`src/rtl/bfss_pkg.sv`:
```
// Package of the bounded FIFO server scheduler: field widths, queue entry
// and result word layouts, saturating time add.
// No dependencies.
package bfss_pkg;

    localparam int TIME_W  = 48;
    localparam int LEN_W   = 32;
    localparam int TAG_W   = 16;
    localparam int LIMIT_W = 5;

    localparam logic [LIMIT_W-1:0] LIMIT_RESET = 5'd16;
    localparam logic [TIME_W-1:0]  TIME_MAX    = {TIME_W{1'b1}};

    typedef struct packed {
        logic [LEN_W-1:0] len;
        logic [TAG_W-1:0] tag;
    } t_entry;

    localparam int ENTRY_W = $bits(t_entry);

    typedef struct packed {
        logic [TAG_W-1:0]  tag;
        logic [TIME_W-1:0] fin;
        logic              rej;
        logic              last;
    } t_result;

    function automatic logic [TIME_W-1:0] sat_add(input logic [TIME_W-1:0] a,
                                                  input logic [LEN_W-1:0]  b);
        logic [TIME_W:0] s;
        s = {1'b0, a} + {{(TIME_W+1-LEN_W){1'b0}}, b};
        return s[TIME_W] ? TIME_MAX : s[TIME_W-1:0];
    endfunction

endpackage

```
`src/rtl/bfss_ram.sv`:
```
// Generic single-write, single-read synchronous RAM with registered read.
// No dependencies.
module bfss_ram #(
    parameter int WIDTH = 48,
    parameter int DEPTH = 16,
    localparam int AW = (DEPTH > 1) ? $clog2(DEPTH) : 1
) (
    input  logic             i_clk,
    input  logic             i_we,
    input  logic [AW-1:0]    i_waddr,
    input  logic [WIDTH-1:0] i_wdata,
    input  logic [AW-1:0]    i_raddr,
    output logic [WIDTH-1:0] o_rdata
);

    logic [WIDTH-1:0] r_mem [DEPTH];
    logic [WIDTH-1:0] r_rdata;

    always_ff @(posedge i_clk) begin
        if (i_we) begin
            r_mem[i_waddr] <= i_wdata;
        end
        r_rdata <= r_mem[i_raddr];
    end

    assign o_rdata = r_rdata;

endmodule

```
`src/rtl/bfss_sched.sv`:
```
// Scheduler control: queue pointers, server busy time, pop loop over the
// waiting-task RAM, admit/queue/reject decision and result register.
// Depends on bfss_pkg.
module bfss_sched #(
    parameter int QUEUE_DEPTH = 16,
    localparam int PW = (QUEUE_DEPTH > 1) ? $clog2(QUEUE_DEPTH) : 1,
    localparam int CW = $clog2(QUEUE_DEPTH + 1),
    localparam int LW = (CW > bfss_pkg::LIMIT_W) ? CW : bfss_pkg::LIMIT_W
) (
    input  logic                          i_clk,
    input  logic                          i_rst_n,
    input  logic                          i_start,
    output logic                          o_busy,
    input  logic                          i_req_type,
    input  logic [bfss_pkg::LEN_W-1:0]    i_arrival_time,
    input  logic [bfss_pkg::LEN_W-1:0]    i_run_length,
    input  logic [bfss_pkg::TAG_W-1:0]    i_task_tag,
    input  logic [bfss_pkg::LIMIT_W-1:0]  i_queue_limit,
    output logic                          o_res_valid,
    output bfss_pkg::t_result             o_res,
    output logic                          o_ram_we,
    output logic [PW-1:0]                 o_ram_waddr,
    output logic [bfss_pkg::ENTRY_W-1:0]  o_ram_wdata,
    output logic [PW-1:0]                 o_ram_raddr,
    input  logic [bfss_pkg::ENTRY_W-1:0]  i_ram_rdata
);

    typedef enum logic [1:0] {
        S_IDLE = 2'b01,
        S_RUN  = 2'b10
    } t_state;

    t_state                           r_state, n_state;
    logic                             r_req;
    logic [bfss_pkg::LEN_W-1:0]       r_arr, r_len;
    logic [bfss_pkg::TAG_W-1:0]       r_tag;
    logic [bfss_pkg::TIME_W-1:0]      r_busy_until, n_busy_until;
    logic [PW-1:0]                    r_head, n_head, r_tail, n_tail;
    logic [CW-1:0]                    r_count, n_count;
    logic                             r_res_valid, n_res_valid;
    bfss_pkg::t_result                r_res, n_res;

    bfss_pkg::t_entry                 w_entry;
    logic [LW-1:0]                    w_cfg_ext, w_limit;
    logic [bfss_pkg::TIME_W-1:0]      w_arr48, w_pop_fin;
    logic [CW-1:0]                    w_cnt_m1;
    logic                             w_accept, w_have, w_free, w_pop;
    logic                             w_more_pop, w_arr_res, w_room;
    logic [PW-1:0]                    w_head_inc, w_tail_inc;

    assign w_accept   = i_start && (r_state == S_IDLE);
    assign w_entry    = bfss_pkg::t_entry'(i_ram_rdata);
    assign w_cfg_ext  = LW'(i_queue_limit);
    assign w_limit    = (w_cfg_ext > LW'(QUEUE_DEPTH)) ? LW'(QUEUE_DEPTH) : w_cfg_ext;
    assign w_arr48    = bfss_pkg::TIME_W'(r_arr);
    assign w_have     = (r_count != '0);
    assign w_free     = (r_busy_until <= w_arr48);
    assign w_pop      = (r_state == S_RUN) && w_have && (r_req || w_free);
    assign w_pop_fin  = bfss_pkg::sat_add(r_busy_until, w_entry.len);
    assign w_cnt_m1   = r_count - CW'(1);
    assign w_more_pop = (w_cnt_m1 != '0) && (r_req || (w_pop_fin <= w_arr48));
    assign w_arr_res  = !r_req && (((w_cnt_m1 == '0) && (w_pop_fin <= w_arr48))
                                   || !(LW'(w_cnt_m1) < w_limit));
    assign w_room     = (LW'(r_count) < w_limit);
    assign w_head_inc = (r_head == PW'(QUEUE_DEPTH - 1)) ? '0 : r_head + PW'(1);
    assign w_tail_inc = (r_tail == PW'(QUEUE_DEPTH - 1)) ? '0 : r_tail + PW'(1);

    always_comb begin
        n_state      = r_state;
        n_busy_until = r_busy_until;
        n_head       = r_head;
        n_tail       = r_tail;
        n_count      = r_count;
        n_res_valid  = 1'b0;
        n_res        = r_res;
        o_ram_we     = 1'b0;
        o_ram_waddr  = r_tail;
        o_ram_wdata  = {r_len, r_tag};
        unique case (r_state)
            S_IDLE: begin
                if (i_start) begin
                    n_state = S_RUN;
                end
            end
            S_RUN: begin
                if (w_pop) begin
                    n_busy_until = w_pop_fin;
                    n_head       = w_head_inc;
                    n_count      = w_cnt_m1;
                    n_res_valid  = 1'b1;
                    n_res.tag    = w_entry.tag;
                    n_res.fin    = w_pop_fin;
                    n_res.rej    = 1'b0;
                    n_res.last   = !w_more_pop && !w_arr_res;
                end else begin
                    n_state = S_IDLE;
                    if (!r_req) begin
                        priority if (!w_have && w_free) begin
                            n_busy_until = bfss_pkg::sat_add(w_arr48, r_len);
                            n_res_valid  = 1'b1;
                            n_res.tag    = r_tag;
                            n_res.fin    = bfss_pkg::sat_add(w_arr48, r_len);
                            n_res.rej    = 1'b0;
                            n_res.last   = 1'b1;
                        end else if (w_room) begin
                            o_ram_we = 1'b1;
                            n_tail   = w_tail_inc;
                            n_count  = r_count + CW'(1);
                        end else begin
                            n_res_valid = 1'b1;
                            n_res.tag   = r_tag;
                            n_res.fin   = '0;
                            n_res.rej   = 1'b1;
                            n_res.last  = 1'b1;
                        end
                    end
                end
            end
            default: n_state = S_IDLE;
        endcase
    end

    // Read the entry the head will point at, so its data is ready next cycle.
    assign o_ram_raddr = n_head;

    always_ff @(posedge i_clk) begin
        if (!i_rst_n) begin
            r_state      <= S_IDLE;
            r_busy_until <= '0;
            r_head       <= '0;
            r_tail       <= '0;
            r_count      <= '0;
            r_res_valid  <= 1'b0;
        end else begin
            r_state      <= n_state;
            r_busy_until <= n_busy_until;
            r_head       <= n_head;
            r_tail       <= n_tail;
            r_count      <= n_count;
            r_res_valid  <= n_res_valid;
        end
    end

    always_ff @(posedge i_clk) begin
        if (w_accept) begin
            r_req <= i_req_type;
            r_arr <= i_arrival_time;
            r_len <= i_run_length;
            r_tag <= i_task_tag;
        end
        r_res <= n_res;
    end

    assign o_busy      = (r_state != S_IDLE);
    assign o_res_valid = r_res_valid;
    assign o_res       = r_res;

    a_count_bound: assert property (@(posedge i_clk) disable iff (!i_rst_n)
        r_count <= CW'(QUEUE_DEPTH))
        else $error("waiting count above queue depth");

    a_res_from_run: assert property (@(posedge i_clk) disable iff (!i_rst_n)
        r_res_valid |-> $past(r_state == S_RUN))
        else $error("result word without a running item");

    a_idle_holds_queue: assert property (@(posedge i_clk) disable iff (!i_rst_n)
        (r_state == S_IDLE) |=> $stable(r_count) && $stable(r_head))
        else $error("queue moved while idle");

    a_last_ends_run: assert property (@(posedge i_clk) disable iff (!i_rst_n)
        (r_res_valid && r_res.last) |=> !r_res_valid)
        else $error("result word after last of run");

endmodule

```
`src/rtl/bounded_fifo_server_scheduler_top.sv`:
```
// Top level of the bounded FIFO server scheduler: ports, queue limit
// register, waiting-task RAM and scheduler control.
// Depends on bfss_pkg, bfss_ram, bfss_sched.
//
//  channel  | handshake                    | words
//  ---------+------------------------------+-----------------------------------
//  request  | start, busy (take: start&!busy) | i_req_type, i_arrival_time,
//           |                              | i_run_length, i_task_tag
//  result   | o_res_valid (one cycle)      | o_done_tag, o_finish_at,
//           |                              | o_rejected, o_last_of_run
//  config   | i_cfg_valid, o_cfg_ready     | i_cfg_data (queue_limit)
//
// busy stays high while the waiting tasks are started and the request is decided, so
// a new request is not taken until the run ends; the RAM read port sets the pop
// rate of one task per cycle.
// Each result word is registered: it appears in the cycle after it is formed.
// Reset: queue empty, server free at time zero, queue_limit = 16; no clearing.
// start is ignored while busy; o_cfg_ready is high only while idle.
// The receiver cannot stall: every result word shows for exactly one cycle.
module bounded_fifo_server_scheduler_top #(
    parameter int QUEUE_DEPTH = 16
) (
    input  logic                          i_clk,
    input  logic                          i_rst_n,
    input  logic                          start,
    output logic                          busy,
    input  logic                          i_req_type,
    input  logic [bfss_pkg::LEN_W-1:0]    i_arrival_time,
    input  logic [bfss_pkg::LEN_W-1:0]    i_run_length,
    input  logic [bfss_pkg::TAG_W-1:0]    i_task_tag,
    output logic                          o_res_valid,
    output logic [bfss_pkg::TAG_W-1:0]    o_done_tag,
    output logic [bfss_pkg::TIME_W-1:0]   o_finish_at,
    output logic                          o_rejected,
    output logic                          o_last_of_run,
    input  logic                          i_cfg_valid,
    output logic                          o_cfg_ready,
    input  logic [bfss_pkg::LIMIT_W-1:0]  i_cfg_data
);

    localparam int PW = (QUEUE_DEPTH > 1) ? $clog2(QUEUE_DEPTH) : 1;

    logic [bfss_pkg::LIMIT_W-1:0]  r_queue_limit;
    logic                          w_busy;
    bfss_pkg::t_result             w_res;
    logic                          w_ram_we;
    logic [PW-1:0]                 w_ram_waddr, w_ram_raddr;
    logic [bfss_pkg::ENTRY_W-1:0]  w_ram_wdata, w_ram_rdata;

    assign o_cfg_ready = !w_busy;

    always_ff @(posedge i_clk) begin
        if (!i_rst_n) begin
            r_queue_limit <= bfss_pkg::LIMIT_RESET;
        end else if (i_cfg_valid && o_cfg_ready) begin
            r_queue_limit <= i_cfg_data;
        end
    end

    bfss_ram #(
        .WIDTH (bfss_pkg::ENTRY_W),
        .DEPTH (QUEUE_DEPTH)
    ) u_ram (
        .i_clk   (i_clk),
        .i_we    (w_ram_we),
        .i_waddr (w_ram_waddr),
        .i_wdata (w_ram_wdata),
        .i_raddr (w_ram_raddr),
        .o_rdata (w_ram_rdata)
    );

    bfss_sched #(
        .QUEUE_DEPTH (QUEUE_DEPTH)
    ) u_sched (
        .i_clk          (i_clk),
        .i_rst_n        (i_rst_n),
        .i_start        (start),
        .o_busy         (w_busy),
        .i_req_type     (i_req_type),
        .i_arrival_time (i_arrival_time),
        .i_run_length   (i_run_length),
        .i_task_tag     (i_task_tag),
        .i_queue_limit  (r_queue_limit),
        .o_res_valid    (o_res_valid),
        .o_res          (w_res),
        .o_ram_we       (w_ram_we),
        .o_ram_waddr    (w_ram_waddr),
        .o_ram_wdata    (w_ram_wdata),
        .o_ram_raddr    (w_ram_raddr),
        .i_ram_rdata    (w_ram_rdata)
    );

    assign busy          = w_busy;
    assign o_done_tag    = w_res.tag;
    assign o_finish_at   = w_res.fin;
    assign o_rejected    = w_res.rej;
    assign o_last_of_run = w_res.last;

endmodule
```
`config.mk`:
```
export PLATFORM = sky130hd
export DESIGN_NAME = bounded_fifo_server_scheduler_top
export DESIGN_NICKNAME = d
export VERILOG_FILES = /design/src/rtl/bfss_pkg.sv /design/src/rtl/bfss_ram.sv /design/src/rtl/bfss_sched.sv /design/src/rtl/bounded_fifo_server_scheduler_top.sv
export SDC_FILE = /design/constraint.sdc
export NUM_CORES = 1
export LEC_CHECK = 0
export ABC_CLOCK_PERIOD_IN_PS = 16600
export BUFFER_PORTS_ARGS = -buffer_cell sky130_fd_sc_hd__buf_2
export CAP_MARGIN = 5
export CORE_MARGIN = 3
export CORE_UTILIZATION = 25
export DETAILED_ROUTE_END_ITERATION = 7
export HOLD_SLACK_MARGIN = 0.06
export PLACE_DENSITY = 0.37
export SYNTH_ARGS = -nofsm -noshare
export SYNTH_HDL_FRONTEND = slang
export SYNTH_SLANG_ARGS = --single-unit
```
`constraint.sdc`:
```
create_clock -name i_clk -period 16.6 [get_ports i_clk]
set_clock_uncertainty 0.1 [all_clocks]
set_input_delay 0.83 -clock i_clk [delete_from_list [all_inputs] [get_ports i_clk]]
set_output_delay 0.83 -clock i_clk [all_outputs]
set_load 0.1 [all_outputs]
```
# Yosys cells after proc, flatten, opt, wreduce, memory -nomap -nowiden
# Memory sizes are Yosys's and may differ from the RTL's. A register that Yosys moved wholly into a read port is not among the register bits.
# Cells that the tools add are included.
[totals]
inputBits = 90
output_inout_bits = 69
elab_cells = 101
reg_bits = 216
memories = 1
ramBits = 768
[mem_list]
columns = ["memory", "words", "width", "rd", "rd_ports_with_merged_regs", "write_ports", "line", "source"]
rows = [
  ["u_ram.r_mem", 16, 48, 1, 1, 1, "bfss_ram.sv:16", "logic [WIDTH-1:0] r_mem [DEPTH];"],
]
[op_classes]
n_reduce_logical = 29
order_cmp = 5
n_bitwise = 3
n_mux = 32
add_sub_neg = 6
eq_ne = 10
[ops]
columns = ["op", "n"]
rows = [
  ["$mux 66", 4],
  ["$mux 48", 5],
  ["$le 48x32->1", 2],
  ["$add 48x32->49", 1],
  ["$add 32x32->33", 1],
  ["$mux 5", 5],
  ["$mux 4", 4],
  ["$mux 1", 11],
  ["$lt 5x5->1", 2],
  ["$reduce_bool 5->1", 2],
  ["$logic_and 1x1->1", 9],
  ["$add 4x1->4 const B", 2],
  ["$eq 4x4->1 const B", 2],
  ["$logic_not 1->1", 6],
  ["$ne 2x2->1 const B", 3],
  ["$reduce_and 3->1", 2],
  ["$add 5x1->5 const B", 1],
  ["$gt 5x5->1 const B", 1],
  ["$logic_not 5->1", 1],
  ["$reduce_and 5->1", 1],
  ["$sub 5x1->5 const B", 1],
  ["$mux 2", 2],
  ["$ne 2x1->1 const B", 2],
  ["$pmux 2 s2", 1],
  ["8 further kinds", 14],
]

# Longest topological paths before layout
# Gate-level depths: netlist of the first run.
[logic_depth]
ltp_word = 10
mapped_depth = 23
mapped_depth_nobuf = 21

# By module
# A second synthesis of the first run with hierarchy kept.
[unflattened]
hier_cells = 2706
area_unflattened_um2 = 43477.9
[by_module_without_submodules]
columns = ["module", "seq_area_each_um2", "cells_each", "n_inst", "area_each_um2"]
rows = [
  ["bfss_ram", 24023.0, 1242, 1, 29691.0],
  ["bfss_sched", 5695.5, 1440, 1, 13564.3],
  ["bounded_fifo_server_scheduler_top", 100.1, 24, 1, 222.7],
]

# Least setup slack after synthesis of the first run
# OpenSTA, ideal clock, no wires.
[synth_timing]
path_type = "reg2reg"
from = "reg u_sched.r_arr[13] (netlist bit)"
to = "reg u_sched.r_res, in the netlist u_sched.o_res[0] (enable)"
setup_ps = 590
slack_ps = 8932
required_time_ps = 15910
path_buffers = 0
t_arrival_ps = 6979
path_stages_with_launch = 10
period_less_slack_ps = 7668
path_cell_list = "edfxtp_1 inv_1 ha_1 a21o_1 a21o_1 a211o_1 o31a_1 o21ai_1 a221oi_1 o31ai_1"
[synth_via]
elab_chain_len = 5
elab_cells_between_ends = 7
cone_classes = "order compare: 1; eq/ne: 2; reduce/logical: 4"
[synth_lines]
columns = ["item", "line", "source"]
rows = [
  ["start: declaration", "bfss_sched.sv:35", "logic [bfss_pkg::LEN_W-1:0] r_arr, r_len;"],
  ["start signal: assignment", "bfss_sched.sv:147", "r_arr <= i_arrival_time;"],
  ["$le 48x32->1 (*)", "bfss_sched.sv:57", "assign w_free = (r_busy_until <= w_arr48);"],
  ["$logic_or 1x1->1", "bfss_sched.sv:58", "assign w_pop = (r_state == S_RUN) && w_have && (r_req || w_free);"],
  ["$logic_and 1x1->1", "bfss_sched.sv:58", ""],
  ["$ne 3x2->1 (no source line) or $ne 2x2->1 (tied branches)", "n/a", ""],
  ["$reduce_and 3->1 (no source line) (*)", "n/a", ""],
  ["end signal: assignment", "bfss_sched.sv:151", "r_res <= n_res;"],
  ["end: declaration", "bfss_sched.sv:41", "bfss_pkg::t_result r_res, n_res;"],
]
# Every way passes the cells marked *; elsewhere a longest branch is shown, timed or not.
# A chain may end at the register's enable or synchronous reset.

# Worst setup path after layout of the first run
[layout_timing]
from = "reg u_sched.r_busy_until[0] (netlist bit)"
to = "reg u_sched.r_res, in the netlist u_sched.o_res[0], data pin"
[layout_via]
elab_chain_len = 9
elab_cells_between_ends = 18
cone_classes = "add/sub: 1; order compare: 2; mux: 4; reduce/logical: 11"
[layout_lines]
columns = ["item", "line", "source"]
rows = [
  ["start: declaration", "bfss_sched.sv:37", "logic [bfss_pkg::TIME_W-1:0] r_busy_until, n_busy_until;"],
  ["start signal: assignment", "bfss_sched.sv:136", "r_busy_until <= n_busy_until;"],
  ["$add 48x32->49", "bfss_pkg.sv:31", "s = {1'b0, a} + {{(TIME_W+1-LEN_W){1'b0}}, b};"],
  ["$mux 48", "bfss_pkg.sv:32", "return s[TIME_W] ? TIME_MAX : s[TIME_W-1:0];"],
  ["$le 48x32->1", "bfss_sched.sv:61, bfss_sched.sv:62", ""],
  ["$logic_and 1x1->1", "bfss_sched.sv:62", "assign w_arr_res = !r_req && (((w_cnt_m1 == '0) && (w_pop_fin <= w_arr48))"],
  ["$logic_or 1x1->1", "bfss_sched.sv:63", "|| !(LW'(w_cnt_m1) < w_limit));"],
  ["$logic_and 1x1->1", "bfss_sched.sv:62", ""],
  ["$logic_not 1->1", "bfss_sched.sv:94", "n_res.last = !w_more_pop && !w_arr_res;"],
  ["$logic_and 1x1->1", "bfss_sched.sv:94", ""],
  ["$mux 66 (*)", "bfss_sched.sv:86", "if (w_pop) begin"],
]
# Every way passes the cells marked *; elsewhere a longest branch is shown, timed or not. The select of a mux whose other input is x is not followed.

==> metrics.cfg, run 1 <==
[sta]
post-route-period-util_pct=39.95
rsz0062_at_grt=false
period_minus_slack_ns=6.632
setup-violations-final=0
finalSetupTns_ns=0
worstMarginPinSlew_ns=1.037
relSlewSlack_pct=30.86
hold_viol=0
layout_setup_ws_ns=9.968
max_freq_ghz=0.1508
slew_viol_final=0

[finish]
fin_nets=3371
antennaDiodeCount=0
n_fill_cell=17550
drive_gt1_share_pct=18.45
areaGrowthSynthToFinish_pct=17.30

[yosys]
synth_xor_area_share_pct=1.410
post-synth-top-count-cell=edfxtp_1
ys_types=81
synth.area.mux_share_pct=7.247
synth-edff-count=915
synthesis.nets=3165
ys_ff_latch=1032
synth_top_cell_area_share_pct=62.31
synth_compound_area_share_pct=10.69
synthSimpleGateAreaFrac_pct=6.605
synth-adder-area-share_pct=4.177
yosysSeqAreaShare_pct=67.62
yosysWarnings=0
avgSynthCellArea_um2=15.06
synth_area_leaders=edfxtp_1 (62%), dfxtp_1 (5.3%), mux4_2 (4.9%)
netlist_area_um2=44100
synth_top_family_by_area=compound AO/OA/AOI/OAI gates
netlist_instances=2929
synth_ff_type=edfxtp_1
netlist_top_cells_count=edfxtp_1 (915), nand2_1 (280), ha_1 (144), a21oi_1 (133), nor2_1 (122)
synth_top_area_cell=edfxtp_1
asyncSetResetFlopFracSynth_pct=0

[detailed_routing]
drt_iter0_markers=1779
routedWlPerCell_um=25.80
drt-total-wl_um=143400
ant_nets=0
via_count=25950
drc=0
dr.pass1.iters=7
viasPerCell=4.667

[floorplanning]
core_um2=174600
num_rows=153
fp.dieH_um=426.0
start_util_pct=25.26
die_w_um=426.0
ios=159
die_area_um2=181500

[pwr]
power.leakage_nw=17.22
ir_drop_mv=0.09277
p_per_area_nw_per_um2=111.3

[worst_setup_path]
cp_cell_sequence=ha_1 -> fa_1 -> a211oi_1 -> o21a_1 -> a2111oi_0 -> o211ai_1 -> a2111o_1 -> a21o_1 -> buf_4 -> nand2b_1 -> ha_1 -> nor2b_1 -> o21a_1 -> o21a_1 -> o21ai_0 -> o211ai_1 -> a21oi_1 -> o31ai_1 -> a211o_1 -> nor4_1 -> a21oi_1
crit_arrival_ns=6.94
crit_fanout=29
path_class=register to register
path_buf_inv=1
start_kind=register
end_kind=register
crit_slowest_cell=a21o_1
rrSetupSlack_ns=9.97
crit_family=compound AO/OA/AOI/OAI gates
cpMostUsedCell=o21a_1
required_ns=16.91
slowest_delay_ns=0.59

[clock_network]
clk_pin_slew_ns=0.06
root_buffer=clkbuf_16
htreeDepth=3
cts_tree=built
clock_latency_ns=0.76
numCtsBuffers=117
post_cts_buffers=0
cts_resized=0
cts_buffer_depth=3
ctsHoldBuffers=1
clock_sinks=1032

[min_path]
hold_class=input port to register

[flow_run]
cap_violations=0

[global_route]
grt_pass1_wl_um=204400
overflow=0
grt_max_degree=103
antenna_found_initial=8
grt_usage_pct=15.63
grt_pass1_vias=27160

[place]
port_buffers=158
place_hpwl_um=87960
dp_worst_setup_slack_ns=9.808
gp_congestion=0.7776

[run_status]
outcome=completed

[final timing paths]
path                                               from          endpoint  cells past startpoint
worst min register to register         r_queue_limit[1]  r_queue_limit[1]                      2
worst max-delay path            u_sched.r_busy_until[0]  u_sched.o_res[0]                     21
worst max register to register  u_sched.r_busy_until[0]  u_sched.o_res[0]                     21
worst min-delay path                      i_task_tag[6]  u_sched.r_tag[6]                      1
[registers in the layout (all words and copies together), names as in the netlist]
| register | cells |
|---|---|
| u_ram.r_mem | 768 |
| u_sched.o_res | 66 |
| u_ram.o_rdata | 48 |
| u_sched.r_busy_until | 48 |
| u_sched.r_arr | 32 |
| u_sched.r_len | 32 |
| u_sched.r_tag | 16 |
| r_queue_limit | 5 |
| u_sched.r_count | 5 |
| u_sched.o_ram_waddr | 4 |
| u_sched.r_head | 4 |
| u_sched.r_state | 2 |
| u_sched.o_res_valid | 1 |
| u_sched.r_req | 1 |
[kinds of logic (layout without fill, tap and decap cells)]
logic type,Yosys count,count (layout)
buffers and inverters,216,522
AO/OA/AOI/OAI,631,631
adder cells (fa/ha/maj),146,146
flip-flops,1032,1032
AND/OR/NAND/NOR,634,634
XOR/XNOR,71,71
multiplexers,199,199
[metal layers]
layer  vias up  GRT usage [%]  routed length, um
met3       165          2.008               4438
li1      11900              -                  -
met4         0          3.409               2887
met5         -              0                  0
met1     13400          21.43              66610
met2       484          26.34              69500
[cells in the final DEF, fill, tap and decap left out, types with 55 or more instances in the layout]
cell type    n
buf_4       73
a211oi_1    67
buf_2      158
ha_1       144
mux2i_1    101
inv_1       70
edfxtp_1   915
dfxtp_1    117
and2_1      64
o21ai_0     88
nand2_1    279
nor2_1     108
clkbuf_16  120
a21oi_1    132
a21o_1      55
mux4_2      96
[per-stage QoR]
stage | util [%] | instance area [um2] | hold slack, ns | total power, W | std cells
final | 29.63 | 51720 | 0.1409 | 0.005755 | 5560
after global routing | 29.63 | 51720 | 0.07942 | 0.005973 | 5560
after CTS | 29.63 | 51720 | 0.06270 | 0.005850 | 5560
after detailed placement | 27.40 | 47840 | 0.3569 | 0.003203 | 5340
after global placement | 27.40 | 47840 | 0.3564 | 0.003207 | 5340
after floorplan | - | 44100 | 0.3364 | 0.003081 | 2929
[power by group]
group	internal (W)	switching [W]	total (W)
logic	0.0000789	0.000166	0.000245
registers	0.00286	0.0000405	0.00290
clock network	0.00149	0.00113	0.00261
[final cells by class]
type / count / area, um2 / area share [%]
clock inverter: 74 / 734.5 / 1.420
multi-input combinational: 1681 / 13490 / 26.09
inverter: 70 / 262.8 / 0.5080
clock buffer: 145 / 3137 / 6.064
sequential: 1032 / 29820 / 57.65
tap: 2325 / 2909 / 5.624
timing repair buffer: 233 / 1369 / 2.646
Power figures use the tool's default switching activity.
==> run 2: changes to the inputs <==
--- a/config.mk
+++ b/config.mk
@@ -5,7 +5,7 @@
 export SDC_FILE = /design/constraint.sdc
 export NUM_CORES = 1
 export LEC_CHECK = 0
-export ABC_CLOCK_PERIOD_IN_PS = 16600
+export ABC_CLOCK_PERIOD_IN_PS = 6300
 export BUFFER_PORTS_ARGS = -buffer_cell sky130_fd_sc_hd__buf_2
 export CAP_MARGIN = 5
 export CORE_MARGIN = 3
==> constraint.sdc (replaced) <==
create_clock -name i_clk -period 6.3 [get_ports i_clk]
set_clock_uncertainty 0.1 [all_clocks]
set_input_delay 0.315 -clock i_clk [delete_from_list [all_inputs] [get_ports i_clk]]
set_output_delay 0.315 -clock i_clk [all_outputs]
set_load 0.1 [all_outputs]
==> run 2 against run 1 <==
- register-to-register slack worse by 9.2 ns
- critical path depth is 7 lower
- wire length is 1.8% lower
- sequential power grew to 2.6 times the previous value
- maximum frequency is 20% higher
- via count is 1.0% higher
- critical path type unchanged
- highest routed layer is now met5
==> metrics.cfg, run 2 (synthesized netlist as in run 1, its figures left out) <==
[finish]
fin_nets=3503  ; was 3371
layout_common_cells=edfxtp_1 (915), nand2_1 (279), buf_2 (158)  ; unchanged
post-route-util_pct=30.53  ; was 29.63%
top_register=u_ram.r_mem  ; unchanged
final_common_cell=edfxtp_1  ; unchanged
n_fill_cell=17470  ; was 17550
drive_gt1_share_pct=18.59  ; was 18.45%
areaGrowthSynthToFinish_pct=20.89  ; was 17.30%
largest_reg_flops=768  ; unchanged

[worst_setup_path]
start_kind=register  ; unchanged
end_kind=register  ; unchanged
path_class=register to register  ; unchanged
required_ns=6.71  ; was 16.91 ns
crit_arrival_ns=5.94  ; was 6.94 ns
crit_fanout=45  ; was 29

[global_route]
grt_pass1_vias=27260  ; was 27160
overflow=0  ; unchanged
grt_pass1_wl_um=201900  ; was 204400 um
grt_max_degree=98  ; was 103
grt_usage_pct=15.41  ; was 15.63%
antenna_found_initial=11  ; was 8

[floorplanning]
ios=159  ; unchanged
num_rows=153  ; unchanged
die_area_um2=181500  ; unchanged
fp.dieH_um=426.0  ; unchanged
core_um2=174600  ; unchanged
die_w_um=426.0  ; unchanged
start_util_pct=25.26  ; unchanged

[clock_network]
post_cts_buffers=0  ; unchanged
numCtsBuffers=119  ; was 117
htreeDepth=3  ; unchanged
cts_buffer_depth=3  ; unchanged
root_buffer=clkbuf_16  ; unchanged
cts_tree=built  ; unchanged
ctsHoldBuffers=97  ; was 1
clk_pin_slew_ns=0.06  ; about the same
clock_latency_ns=0.75  ; was 0.76 ns
cts_resized=0  ; unchanged
clock_sinks=1032  ; unchanged

[pwr]
clkPwrFrac_pct=44.6  ; was 45.4%
power_switching_w=0.003407  ; was 0.001332 W
power_w=0.01504  ; was 0.005755 W
pwr-share-seq_pct=50.7  ; was 50.3%
internal_power_w=0.01163  ; was 0.004423 W
power.leakage_nw=17.84  ; was 17.22 nW
p_per_area_nw_per_um2=282.0  ; was 111.3 nW/um2
ir_drop_mv=0.2508  ; was 0.09277 mV
power_frac_comb_pct=4.7  ; was 4.3%
p_sw_share_pct=22.66  ; was 23.14%

[detailed_routing]
ant_nets=0  ; unchanged
drt_iter0_markers=1450  ; was 1779
routedWlPerCell_um=24.74  ; was 25.80 um
dr.pass1.iters=5  ; was 7
drc=0  ; unchanged
viasPerCell=4.602  ; was 4.667
drt-total-wl_um=140900  ; was 143400 um
via_count=26210  ; was 25950

[sta]
post-route-period-util_pct=87.67  ; was 39.95%
period_minus_slack_ns=5.523  ; was 6.632 ns
slew_viol_final=0  ; unchanged
rsz0062_at_grt=false  ; unchanged
hold-worst-slack_ns=0.1497  ; was 0.1409 ns
worstMarginPinSlew_ns=1.084  ; was 1.037 ns
hold_viol=0  ; unchanged
relSlewSlack_pct=27.59  ; was 30.86%
setup-violations-final=0  ; unchanged
max_freq_ghz=0.1811  ; was 0.1508 GHz
finalSetupTns_ns=0  ; unchanged

[place]
gp_congestion=0.8105  ; was 0.7776
port_buffers=158  ; unchanged
place_hpwl_um=89280  ; was 87960 um

[run_status]
outcome=completed  ; unchanged

[min_path]
hold_class=input port to register  ; unchanged

[flow_run]
cap_violations=0  ; unchanged

run 2: changes by cell type in the layout (fill, tap and decap cells not counted), moves of 5 or more:
cell,previous run,this run
dlygate4sd3_1,1,97
clkbuf_1,21,34
clkinv_1,27,22
buf_12,1,36
clkbuf_8,4,9
run 2: power groups by stage:
stage / clock (W) / combinational [W] / sequential, W
after floorplan: 0 / 0.000356 / 0.00776
after global placement: 0 / 0.000679 / 0.00778
after detailed placement: 0 / 0.000671 / 0.00778
after CTS: 0.00696 / 0.000723 / 0.00763
after global routing: 0.00722 / 0.000783 / 0.00764
final: 0.00670 / 0.000705 / 0.00763
run 2: routing by layer:
metal / track usage (%) / vias to the layer above / wire length (um)
met1: 21.01 / 13380 / 65170
met4: 3.682 / 2 / 3035
met2: 25.60 / 508 / 67490
li1: - / 12140 / -
met5: 0 / - / 13
met3: 2.454 / 177 / 5188
run 2: cell type report:
class / count / area [um2] / area share [%]
sequential: 1032 / 29820 / 55.94
clock buffer: 163 / 3254 / 6.105
antenna: 3 / 7.507 / 0.01408
tap: 2325 / 2909 / 5.457
timing repair buffer: 363 / 3023 / 5.671
multi-input combinational: 1681 / 13510 / 25.35
inverter: 70 / 262.8 / 0.4929
clock inverter: 59 / 519.2 / 0.9740
run 2: critical path, cell delays in order (launching register included):
cell,delay [ns]
edfxtp_1,0.49
inv_1,0.13
ha_1,0.29
nand3_1,0.13
nor4_1,0.53
a21boi_0,0.26
o31a_1,0.19
o211a_1,0.53
or2_4,0.56
o2bb2ai_4,0.20
buf_12,0.24
buf_12,0.31
mux4_2,0.30
o22ai_1,0.09
a2111oi_2,0.84
run 2: path summary, 6_finish.rpt:
kind	from	end	slack (ns)	cells after the start
setup / recovery	u_sched.r_arr[9]	u_ram.o_rdata[24]	0.78	14
hold / removal	start	u_sched.r_arr[30]	0.15	2
setup reg to reg	u_sched.r_arr[9]	u_ram.o_rdata[24]	0.78	14
hold reg to reg	u_sched.r_busy_until[2]	u_sched.r_busy_until[2]	0.40	2
run 2: metrics by stage:
stage	setup slack, ns	area, um2	cells
floorplan	0.7151	44120	2929
global placement	0.6975	48560	5374
detailed placement	0.6709	48560	5374
CTS	0.5879	53300	5693
global route	0.3975	53300	5694
finish	0.7771	53310	5696
==> run 3: changes to the inputs <==
--- a/config.mk
+++ b/config.mk
@@ -9,10 +9,10 @@
 export BUFFER_PORTS_ARGS = -buffer_cell sky130_fd_sc_hd__buf_2
 export CAP_MARGIN = 5
 export CORE_MARGIN = 3
-export CORE_UTILIZATION = 25
+export CORE_UTILIZATION = 30
 export DETAILED_ROUTE_END_ITERATION = 7
 export HOLD_SLACK_MARGIN = 0.06
-export PLACE_DENSITY = 0.37
+export PLACE_DENSITY = 0.43
 export SYNTH_ARGS = -nofsm -noshare
 export SYNTH_HDL_FRONTEND = slang
 export SYNTH_SLANG_ARGS = --single-unit
==> run 3 against run 2 <==
- hold slack got worse by 0.013 ns
- critical path depth is 7 higher
- worst setup slack got worse by 0.56 ns
- total power up 0.21%
- critical path type unchanged
- clock-buffer cell count is the same
- die area is 16% lower
==> metrics.cfg, run 3 (synthesized netlist as in run 1, its figures left out) <==
[place]
place_hpwl_um=83680  ; was 89280 um
port_buffers=158  ; unchanged
dpl_cell_area_um2=48300  ; was 48560 um2
gp_congestion=0.8540  ; was 0.8105
dp.cells=4979  ; was 5374

[min_path]
timing.hold.worst_path_depth=2  ; unchanged
hold_class=input port to register  ; unchanged
hold_end=u_sched.r_arr[17]  ; was u_sched.r_arr[30]
min_from=start  ; unchanged

[detailed_routing]
via_count=26880  ; was 26210
drt-total-wl_um=132100  ; was 140900 um
ant_nets=0  ; unchanged
drc=0  ; unchanged
drt_iter0_markers=1963  ; was 1450
viasPerCell=5.075  ; was 4.602
routedWlPerCell_um=24.95  ; was 24.74 um
dr.pass1.iters=5  ; unchanged

[pwr]
p_per_area_nw_per_um2=283.6  ; was 282.0 nW/um2
ir_drop_mv=0.2439  ; was 0.2508 mV
power.leakage_nw=17.99  ; was 17.84 nW

[floorplanning]
core_um2=145700  ; was 174600 um2
num_rows=140  ; was 153
die_area_um2=151600  ; was 181500 um2
die_w_um=389.4  ; was 426.0 um
start_util_pct=30.26  ; was 25.26%
fp.dieH_um=389.4  ; was 426.0 um
ios=159  ; unchanged

[finish]
largest_reg_flops=768  ; unchanged
layout_common_cells=edfxtp_1 (915), nand2_1 (279), buf_2 (158)  ; unchanged
drive_gt1_share_pct=19.12  ; was 18.59%
areaGrowthSynthToFinish_pct=20.46  ; was 20.89%
fin_nets=3511  ; was 3503
top_register=u_ram.r_mem  ; unchanged
postLayoutCellArea_um2=53120  ; was 53310 um2
final_common_cell=edfxtp_1  ; unchanged
stdcell_count=5296  ; was 5696

[clock_network]
clock_sinks=1032  ; unchanged
clock_latency_ns=0.76  ; was 0.75 ns
root_buffer=clkbuf_16  ; unchanged
numCtsBuffers=115  ; was 119
clk_pin_slew_ns=0.06  ; about the same
post_cts_buffers=0  ; unchanged
htreeDepth=3  ; unchanged
cts_tree=built  ; unchanged
cts_buffer_depth=3  ; unchanged

[global_route]
antenna_found_initial=6  ; was 11
grt_usage_pct=17.24  ; was 15.41%
grt_pass1_vias=27790  ; was 27260
grt_pass1_wl_um=192000  ; was 201900 um
grt_max_degree=98  ; unchanged
overflow=0  ; unchanged

[worst_setup_path]
slowest_delay_ns=0.66  ; was 0.84 ns
start_kind=register  ; unchanged
crit_fanout=10  ; was 45
end_kind=register  ; unchanged
r2r-start=u_sched.r_busy_until[0]  ; was u_sched.r_arr[9]
path_class=register to register  ; unchanged
rrSetupSlack_ns=0.21  ; was 0.78 ns
required_ns=6.76  ; was 6.71 ns
crit_arrival_ns=6.54  ; was 5.94 ns
cp_cell_sequence=ha_1 -> fa_1 -> a211oi_1 -> o21a_1 -> a2111oi_0 -> buf_4 -> o211ai_1 -> a2111o_1 -> a21o_1 -> buf_4 -> nand2_1 -> ha_1 -> nand4_1 -> nor3_1 -> o21ai_0 -> o211ai_1 -> a21oi_1 -> o31ai_1 -> a211o_1 -> nor4_1 -> a21oi_1  ; was inv_1 -> ha_1 -> nand3_1 -> nor4_1 -> a21boi_0 -> o31a_1 -> o211a_1 -> or2_4 -> o2bb2ai_4 -> buf_12 -> buf_12 -> mux4_2 -> o22ai_1 -> a2111oi_2
crit_slowest_cell=nor3_1  ; was a2111oi_2
r2r_end=u_sched.o_res[0]  ; was u_ram.o_rdata[24]
r2r_cells=21  ; was 14

[sta]
post-route-period-util_pct=96.60  ; was 87.67%
period_minus_slack_ns=6.086  ; was 5.523 ns
setup-violations-final=0  ; unchanged
hold_viol=0  ; unchanged
finalSetupTns_ns=0  ; unchanged
worstMarginPinSlew_ns=1.022  ; was 1.084 ns
rsz0062_at_grt=false  ; unchanged
max_freq_ghz=0.1643  ; was 0.1811 GHz
relSlewSlack_pct=30.13  ; was 27.59%
slew_viol_final=0  ; unchanged

[run_status]
outcome=completed  ; unchanged

[flow_run]
cap_violations=0  ; unchanged

-- run 3: how the worst max path moves through the flow --
stage | to | startpoint | cells past startpoint
3_3_place_gp | u_ram.o_rdata[24] | u_sched.r_arr[15] | 15
3_5_place_dp | u_ram.o_rdata[24] | u_sched.r_arr[15] | 15
5_1_grt | u_sched.o_res[0] | u_sched.r_busy_until[0] | 21
4_1_cts | u_ram.o_rdata[24] | u_sched.r_arr[15] | 15
6_report | u_sched.o_res[0] | u_sched.r_busy_until[0] | 21
2_1_floorplan | u_sched.o_res[0] | u_sched.r_arr[13] | 9
-- run 3: through the flow --
step / util (%) / hold WS, ns / setup WS, ns / power [W]
6_report: 36.45 / 0.1364 / 0.2141 / 0.01507
5_1_grt: 36.45 / 0.1179 / 0.02176 / 0.01563
4_1_cts: 36.44 / 0.08636 / 0.05780 / 0.01528
3_5_place_dp: 33.14 / 0.3647 / 0.05063 / 0.008415
3_3_place_gp: 33.14 / 0.3636 / 0.09436 / 0.008409
2_1_floorplan: - / 0.3139 / 0.7151 / 0.008118
-- run 3: area by class of cell --
class | instances | area, um2
repair buffers | 375 | 3261
flip-flops and latches | 1032 | 29820
multi-input cells | 1681 | 13520
fillers | 13830 | 92620
clock inverters | 57 | 585.6
clock buffers | 163 | 3271
well taps | 1917 | 2399
diodes | 1 | 2.502
inverters | 70 | 262.8
-- run 3: metal layers --
| metal | vias to the layer above | GRT usage [%] | wire length [um] |
|---|---|---|---|
| met2 | 678 | 28.43 | 62800 |
| met1 | 13820 | 23.44 | 59680 |
| met5 | - | 0 | 0 |
| met4 | 0 | 4.607 | 3305 |
| li1 | 12180 | - | - |
| met3 | 199 | 3.035 | 6333 |
-- run 3: repair_timing --
action	CTS	global route
resized for setup	0	1
endpoints found under the hold margin	86	0
hold buffers	96	0
setup endpoints to repair	0	1
-- run 3: report_power, final --
group / internal (W) / total (W) / switching, W / leakage (nW)
combinational: 0.000247 / 0.000668 / 0.000421 / 6.88
clock: 0.00392 / 0.00675 / 0.00283 / 1.88
sequential: 0.00753 / 0.00765 / 0.000117 / 9.23
total: 0.0117 / 0.0151 / 0.00337 / 18.0
-- run 3: critical path, delay by kind of cell, from the launching register on --
kind                     cells  cell delay, ns
AO/OA/AOI/OAI               12            3.15
adder cells (fa/ha/maj)      3            0.97
buffers and inverters        2            0.45
flip-flops                   1            0.33
AND/OR/NAND/NOR              4            0.93
